$ cat src/hdl/gcdm_pkg.sv
// gcdm_pkg: shared types and constants of the grid chamfer distance map unit
// used by gcdm_ctrl, gcdm_datapath and grid_chamfer_distance_map_unit
package gcdm_pkg;

    // default grid storage extent
    localparam int DEF_MAX_COLS = 64;
    localparam int DEF_MAX_ROWS = 64;

    // extent registers are 7 bits wide, so coordinates never need more
    localparam int EXT_W  = 7;
    localparam int DIST_W = 20;
    localparam int STEP_W = 15;

    // function codes
    localparam logic [1:0] FUNC_LOAD    = 2'd0;
    localparam logic [1:0] FUNC_COMPUTE = 2'd1;
    localparam logic [1:0] FUNC_READ    = 2'd2;
    localparam logic [1:0] FUNC_UNUSED  = 2'd3;

    // terrain classes that are not obstacles
    localparam logic [2:0] CLASS_FLAT   = 3'd0;
    localparam logic [2:0] CLASS_UNINIT = 3'd1;

    // configuration register indexes
    localparam logic [1:0] REG_CELL_SIZE = 2'd0;
    localparam logic [1:0] REG_MAX_DIST  = 2'd1;
    localparam logic [1:0] REG_COLS      = 2'd2;
    localparam logic [1:0] REG_ROWS      = 2'd3;

    // sqrt(2) in Q2.30, split in halves for two narrow multiplies
    localparam logic [31:0] SQRT2_Q30 = 32'd1518500250;
    localparam logic [15:0] SQRT2_HI  = SQRT2_Q30[31:16];
    localparam logic [15:0] SQRT2_LO  = SQRT2_Q30[15:0];

    typedef struct packed {
        logic [1:0] func;
        logic [5:0] col;
        logic [5:0] row;
        logic [2:0] terrain_class;
        logic [7:0] vegetation;
    } t_in;

    typedef struct packed {
        logic [19:0] distance;
        logic        status;
    } t_out;

    // controller to datapath
    typedef struct packed {
        logic ld;       // load transaction
        logic rq;       // read transaction, memory read issued
        logic rr;       // read transaction, data returned
        logic fin;      // result with zero distance and ok status
        logic rd_en;    // neighbour read during compute
        logic diag;     // neighbour is diagonal
        logic center;   // read is the cell itself
        logic init;     // start of a cell, minimum to threshold
        logic cell_wr;  // write back relaxed cell
        logic prep1;    // diagonal step, low partial product
        logic prep2;    // diagonal step, final sum
    } t_cmd;

    // datapath to controller
    typedef struct packed {
        logic             out_valid;
        logic [EXT_W-1:0] cols;
        logic [EXT_W-1:0] rows;
    } t_sts;

endpackage

$ cat src/hdl/gcdm_ctrl.sv
// gcdm_ctrl: sequencer for load, read and the two raster passes of compute
// depends on gcdm_pkg
module gcdm_ctrl
    import gcdm_pkg::*;
(
    input  logic             i_clk,
    input  logic             i_rst_n,
    input  logic             i_in_valid,
    input  t_in              i_in,
    input  logic             i_out_ready,
    input  t_sts             i_sts,
    output logic             o_in_ready,
    output t_cmd             o_cmd,
    output logic [EXT_W-1:0] o_x,
    output logic [EXT_W-1:0] o_z
);

    localparam logic [2:0] S_IDLE  = 3'd0;
    localparam logic [2:0] S_RD    = 3'd1;
    localparam logic [2:0] S_PRE1  = 3'd2;
    localparam logic [2:0] S_PRE2  = 3'd3;
    localparam logic [2:0] S_NB    = 3'd4;
    localparam logic [2:0] S_FLUSH = 3'd5;
    localparam logic [2:0] S_WR    = 3'd6;
    localparam logic [2:0] S_DONE  = 3'd7;

    localparam logic [EXT_W-1:0] TWO  = EXT_W'(2);
    localparam logic [EXT_W-1:0] FOUR = EXT_W'(4);
    localparam logic [3:0]       K_CENTER = 4'd8;

    logic [2:0]       r_state, n_state;
    logic [EXT_W-1:0] r_x, n_x, r_z, n_z;
    logic [3:0]       r_k, n_k;
    logic             r_bwd, n_bwd;
    logic             accept;
    logic [EXT_W-1:0] x_last, z_last;
    logic [EXT_W-1:0] nb_x, nb_z;
    logic             nb_diag;

    assign o_in_ready = (r_state == S_IDLE) && (!i_sts.out_valid || i_out_ready);
    assign accept     = o_in_ready && i_in_valid;
    assign x_last     = i_sts.cols - TWO;
    assign z_last     = i_sts.rows - TWO;

    // neighbour offsets
    always_comb begin
        nb_x    = r_x;
        nb_z    = r_z;
        nb_diag = 1'b0;
        case (r_k)
            4'd0: begin nb_x = r_x - 1'b1; nb_z = r_z - 1'b1; nb_diag = 1'b1; end
            4'd1: begin nb_x = r_x - 1'b1; end
            4'd2: begin nb_x = r_x - 1'b1; nb_z = r_z + 1'b1; nb_diag = 1'b1; end
            4'd3: begin nb_z = r_z - 1'b1; end
            4'd4: begin nb_z = r_z + 1'b1; end
            4'd5: begin nb_x = r_x + 1'b1; nb_z = r_z - 1'b1; nb_diag = 1'b1; end
            4'd6: begin nb_x = r_x + 1'b1; end
            4'd7: begin nb_x = r_x + 1'b1; nb_z = r_z + 1'b1; nb_diag = 1'b1; end
            default: begin end
        endcase
    end

    // next state and commands
    always_comb begin
        n_state = r_state;
        n_x     = r_x;
        n_z     = r_z;
        n_k     = r_k;
        n_bwd   = r_bwd;
        o_cmd   = '0;
        o_x     = {1'b0, i_in.col};
        o_z     = {1'b0, i_in.row};
        case (r_state)
            S_IDLE: begin
                if (accept) begin
                    case (i_in.func)
                        FUNC_LOAD:    o_cmd.ld = 1'b1;
                        FUNC_READ: begin
                            o_cmd.rq = 1'b1;
                            n_state  = S_RD;
                        end
                        FUNC_COMPUTE: n_state = S_PRE1;
                        default:      o_cmd.fin = 1'b1;
                    endcase
                end
            end
            S_RD: begin
                o_cmd.rr = 1'b1;
                n_state  = S_IDLE;
            end
            S_PRE1: begin
                o_cmd.prep1 = 1'b1;
                n_state     = S_PRE2;
            end
            S_PRE2: begin
                o_cmd.prep2 = 1'b1;
                n_x   = TWO;
                n_z   = TWO;
                n_k   = 4'd0;
                n_bwd = 1'b0;
                if (i_sts.cols < FOUR || i_sts.rows < FOUR) begin
                    n_state = S_DONE;
                end else begin
                    n_state = S_NB;
                end
            end
            S_NB: begin
                o_x          = nb_x;
                o_z          = nb_z;
                o_cmd.rd_en  = 1'b1;
                o_cmd.diag   = nb_diag;
                o_cmd.center = (r_k == K_CENTER);
                o_cmd.init   = (r_k == 4'd0);
                n_k          = r_k + 1'b1;
                if (r_k == K_CENTER) begin
                    n_state = S_FLUSH;
                end
            end
            S_FLUSH: n_state = S_WR;
            S_WR: begin
                o_x           = r_x;
                o_z           = r_z;
                o_cmd.cell_wr = 1'b1;
                n_k           = 4'd0;
                n_state       = S_NB;
                // raster order, forward then backward
                if (!r_bwd) begin
                    if (r_z == z_last) begin
                        if (r_x == x_last) begin
                            n_bwd = 1'b1;
                            n_z   = z_last;
                        end else begin
                            n_x = r_x + 1'b1;
                            n_z = TWO;
                        end
                    end else begin
                        n_z = r_z + 1'b1;
                    end
                end else begin
                    if (r_z == TWO) begin
                        if (r_x == TWO) begin
                            n_state = S_DONE;
                        end else begin
                            n_x = r_x - 1'b1;
                            n_z = z_last;
                        end
                    end else begin
                        n_z = r_z - 1'b1;
                    end
                end
            end
            S_DONE: begin
                o_cmd.fin = 1'b1;
                n_state   = S_IDLE;
            end
            default: n_state = S_IDLE;
        endcase
    end

    // state registers
    always_ff @(posedge i_clk) begin
        if (!i_rst_n) begin
            r_state <= S_IDLE;
            r_x     <= '0;
            r_z     <= '0;
            r_k     <= '0;
            r_bwd   <= 1'b0;
        end else begin
            r_state <= n_state;
            r_x     <= n_x;
            r_z     <= n_z;
            r_k     <= n_k;
            r_bwd   <= n_bwd;
        end
    end

endmodule

$ cat config.mk
export PLATFORM = sky130hd
export DESIGN_NAME = gcdm_ctrl
export DESIGN_NICKNAME = d
export VERILOG_FILES = /design/src/hdl/gcdm_pkg.sv /design/src/hdl/gcdm_ctrl.sv
export SDC_FILE = /design/constraint.sdc
export NUM_CORES = 1
export LEC_CHECK = 0
export ABC_AREA = 1
export BUFFER_PORTS_ARGS = -buffer_cell sky130_fd_sc_hd__buf_2
export CORE_MARGIN = 1
export CORE_UTILIZATION = 40
export CTS_CLUSTER_DIAMETER = 50
export DETAILED_ROUTE_END_ITERATION = 6
export PLACE_DENSITY = 0.65
export SLEW_MARGIN = 20
export SYNTH_ARGS = -nofsm -noshare
export SYNTH_HDL_FRONTEND = slang
export SYNTH_SLANG_ARGS = --single-unit
export TNS_END_PERCENT = 5
$ cat constraint.sdc
create_clock -name i_clk -period 2.9 [get_ports i_clk]
set_input_delay 0.145 -clock i_clk [delete_from_list [all_inputs] [get_ports i_clk]]
set_output_delay 0.145 -clock i_clk [all_outputs]
set_load 0.02 [all_outputs]
# --- Yosys cells after proc, flatten, opt, wreduce, memory -nomap -nowiden ---
# Cells that the tools add are included.
totals:
  latch_bits: 0
  elab_cells: 106
  ff_bits: 22
  ramBits: 0
  input_bits: 44
  mem_count: 0
  romBits: 0
classes:
  n_eq_ne: 29
  n_reduce_logical: 21
  n_lt_le_gt_ge: 2
  addsub: 7
  muxes: 42
  div_mod_pow: 0
  shift: 0
  n_bitwise: 0
  n_mul: 0
op_table:
  columns: ["op", "count"]
  rows:
  - ["$pmux W7 S2", 6]
  - ["$mux W7", 10]
  - ["$pmux W3 S7", 1]
  - ["$eq A4 B3 Y1 const B", 4]
  - ["$reduce_or A3 Y1", 5]
  - ["$add A7 B1 Y7 const B", 2]
  - ["$eq A7 B2 Y1 const B", 2]
  - ["$eq A7 B7 Y1", 2]
  - ["$lt A7 B3 Y1 const B", 2]
  - ["$sub A7 B1 Y7 const B", 2]
  - ["$sub A7 B2 Y7 const B", 2]
  - ["$eq A3 B3 Y1 const B", 4]
  - ["$mux W1", 12]
  - ["$mux W2", 6]
  - ["$ne A3 B3 Y1 const B", 4]
  - ["$eq A4 B2 Y1 const B", 2]
  - ["$pmux W4 S2", 1]
  - ["$eq A3 B2 Y1 const B", 2]
  - ["$mux W3", 2]
  - ["$pmux W3 S2", 1]
  - ["$reduce_and A5 Y1", 1]
  - ["$add A4 B1 Y4 const B", 1]
  - ["$eq A4 B1 Y1 const B", 1]
  - ["$eq A4 B4 Y1 const B", 1]
  - ["other kinds (19)", 25]

# --- Longest topological paths before layout ---
depth:
  word_depth: 6
  ltp_mapped: 15

# --- Worst setup path after synthesis ---
# No wires, ideal clock.
synth_path:
  path_kind: "register to output"
  startpoint: "register r_k[0]"
  endpoint: "output o_x[2]"
  slack_ns: 0.816
  t_arrival_ns: 1.939
  t_required_ns: 2.755
  path_stages_with_launch: 10
  cell_sequence: "dfxtp_1 > inv_1 > ha_1 > o21ai_0 > o21ai_1 > nor2_1 > inv_2 > o211ai_1 > o21ai_0 > o221ai_1"
synth_between:
  elab_chain_cells: 4
  word_cells_on_any_way: 10
synth_lines:
  columns: ["element", "line_no", "text"]
  rows:
  - ["start: declaration", "gcdm_ctrl.sv:33", "logic [3:0] r_k, n_k;"]
  - ["start signal: assignment", "gcdm_ctrl.sv:172", "r_k <= n_k;"]
  - ["$eq A4 B3 Y1, or another cell as far along", "gcdm_ctrl.sv:50", "case (r_k)"]
  - ["$reduce_or A3 Y1 (no source line)", null, null]
  - ["$pmux W7 S2 (*)", "gcdm_ctrl.sv:50", null]
  - ["$pmux W7 S2 (*)", "gcdm_ctrl.sv:73", "case (r_state)"]
  - ["end: declaration", "gcdm_ctrl.sv:14", "output logic [EXT_W-1:0] o_x,"]
# Every way passes the cells marked *; elsewhere a longest branch is shown, timed or not.

# --- Worst setup path in the final report ---
# Same ends and word-level chain as after synthesis.

==> results.py <==
metrics = {
    "status": {
        "status": "finished clean",
    },
    "critical_path": {
        "critPathMostFrequentCell": "o21ai_0",
        "crit_arrival_ns": 2.49,
        "path_class": "flip-flop to output pin",
        "critPathLaunchType": "flip-flop",
        "critPathRequiredTime_ns": 2.76,
        "worstSetupEndpointType": "output pin",
        "max_stage_delay_ns": 0.43,
        "crit_buf_inv": 3,
        "cp_max_fo": 6,
        "cp_slowest_cell": "dfxtp_1",
        "crit_family": "compound AO/OA/AOI/OAI gates",
        "cp_cell_sequence": "inv_1 -> ha_1 -> o21ai_0 -> o21ai_1 -> nor2_2 -> inv_2 -> o211ai_1 -> o21ai_0 -> o221ai_1 -> buf_2",
    },
    "placement": {
        "dpl.hpwl_microns": 6450,
        "gp_congestion": 0.944,
        "port_buffers": 58,
        "dpl_cell_area_sq_mm": 0.00317,
    },
    "floorplanning": {
        "die_area_sq_mm": 0.00738,
        "initial_utilization_pct": 41.4,
        "fp.dieW_microns": 85.9,
        "fp.coreArea_sq_mm": 0.00679,
        "fp.dieH_microns": 85.9,
        "pin_count": 70,
        "row_count": 30,
    },
    "clock_network": {
        "cts_resized": 0,
        "postCtsSetupRepairBufs": 0,
        "path_clk_slew_ns": 0.09,
        "numCtsBuffers": 3,
        "cts_tree": "yes",
        "hold_buffers": 0,
        "htreeDepth": 1,
        "clockBufferDepth": 2,
        "clock_latency_ns": 0.27,
        "cts_root_buf": "clkbuf_8",
        "clock-sinks": 22,
    },
    "detailed_routing": {
        "routed_wl_microns": 8350,
        "wl_met2_microns": 3720,
        "met3_length_microns": 443,
        "drt_first_pass_iters": 5,
        "drt-met1-wl_microns": 4120,
        "maxUsedRoutingLayer": "met4",
        "ant_nets": 0,
        "vias_per_cell": 5.23,
        "route.detailed.drc": 0,
        "vias": 3300,
        "drt_iter0_drc": 307,
        "routedWlPerCell_microns": 13.2,
    },
    "sta": {
        "relSlewSlack_pct": 59.7,
        "rsz0062_at_grt": "false",
        "maxSlewViolCount": 0,
        "setup_tns_ns": 0,
        "hold_violations": 0,
        "min_period_ns": 2.64,
        "fin_skew_ns": 0.00637,
        "tightestPinTransition_ns": 0.600,
        "max_freq_mhz": 379,
        "finalCritPeriodShare_pct": 91.0,
        "setup_viol": 0,
    },
    "synth": {
        "synth_top_area_share_pct": 17.1,
        "ys_types": 36,
        "ys_seq_elements": 22,
        "ys_top_cells_by_area": "nand2_1 (17%), dfxtp_1 (16%), inv_1 (7.1%)",
        "synth.avg_cell_area_sq_um": 5.83,
        "yosysSeqAreaShare_pct": 15.6,
        "yosysTopAreaCell": "nand2_1",
        "synthesis.nets": 539,
        "synth_enable_flop_cells": 0,
        "syn_inst": 483,
        "synth_ff_type": "dfxtp_1",
        "async_flop_share_pct": 0,
        "yosys_warnings": 0,
        "synth_area_sq_mm": 0.00282,
    },
    "global_routing": {
        "grt_pass1_wl_microns": 13900,
        "antenna_found_initial": 0,
        "first_global_vias": 2933,
        "grt-ovfl-total": 0,
        "grt_use_total_pct": 23.4,
        "grt_max_degree": 17,
    },
    "power": {
        "p_per_area_mw_per_mm2": 263,
        "ir_drop_v": 0.000189,
        "leakage_nw": 1.53,
        "total_power_mw": 0.849,
    },
    "flow_run": {
        "cap_violations": 0,
    },
    "worst_hold_path": {
        "hp-class": "input pin to flip-flop",
    },
    "final_layout": {
        "final_cell_mix": "nand2_1 (128), buf_2 (58), inv_1 (53)",
        "area_growth_pct": 14.8,
        "fin_area_sq_mm": 0.00323,
        "final_nets": 592,
        "fillerInstances": 717,
        "diodes": 0,
        "layout-drive-gt1-share_pct": 17.2,
        "layout_commonest_cell": "nand2_1",
    },
}
## report_power, final
part / internal [mW] / switching (mW) / leakage [nW]
clock network: 0.122 / 0.118 / 0.0288
registers: 0.309 / 0.0142 / 0.177
logic: 0.104 / 0.182 / 1.33
total: 0.534 / 0.314 / 1.53
## per-layer routing
layer,track usage [%],vias up
met5,0,-
met4,6.21,0
met3,1.64,8
met2,37.3,107
met1,33.9,1487
li1,-,1698
## per-stage QoR
step / hold WS (ns) / utilization (%) / worst slack (ns) / instances
global route: 0.176 / 47.6 / 0.0155 / 631
global placement: 0.471 / 46.6 / 0.422 / 627
finish: 0.178 / 47.6 / 0.262 / 631
detailed placement: 0.472 / 46.6 / 0.377 / 627
CTS: 0.177 / 47.4 / 0.0706 / 631
floorplan: 0.266 / - / 0.816 / 483
## worst min-delay path, delay by kind of cell
family | cells | cell delay [ns]
buffers and inverters | 1 | 0.16
AND/OR/NAND/NOR | 2 | 0.11
## cells in the mapped netlist (all sizes together) (8+ instances only)
| master | n |
|---|---|
| nand2 | 130 |
| inv | 61 |
| nor2 | 59 |
| a21oi | 39 |
| nand3 | 36 |
| o21ai | 27 |
| dfxtp | 22 |
| xor2 | 21 |
| nor3 | 18 |
| ha | 12 |
| o211ai | 11 |
| buf | 9 |
| nand4 | 8 |
## sequential cells by signal (all words and copies together), names as in the netlist
signal and cells:
r_z 7, r_x 7, r_k 4, r_bwd 1
r_state 3
## kinds of logic after synthesis
logic type	synth area share (%)
buffers and inverters	11.2
DFF	15.6
adders and majority gates	5.33
AOI/OAI and AO/OA	20.0
xor gates and xnor gates	8.09
and+or+nand+nor	39.7
## cell type report
class	count	area, sq um	share of cell area, %
well taps	96	120	3.72
inverters	61	229	7.08
repair buffers	62	320	9.91
clock buffers	4	55.1	1.70
multi-input cells	386	2070	64.0
flip-flops and latches	22	440	13.6
## path summary, 6_finish.rpt
check	start	to	slack, ns	cells past startpoint
min reg2reg	r_x[6]$_SDFFE_PN0P_	r_x[6]$_SDFFE_PN0P_	0.51	2
max reg2reg	r_state[2]$_SDFFE_PN0P_	r_x[2]$_SDFFE_PN0P_	0.68	10
max	r_k[0]$_SDFFE_PN0P_	o_x[2]	0.26	10
min	i_rst_n	r_x[0]$_SDFFE_PN0P_	0.18	3
(Power assumes the default switching activity.)
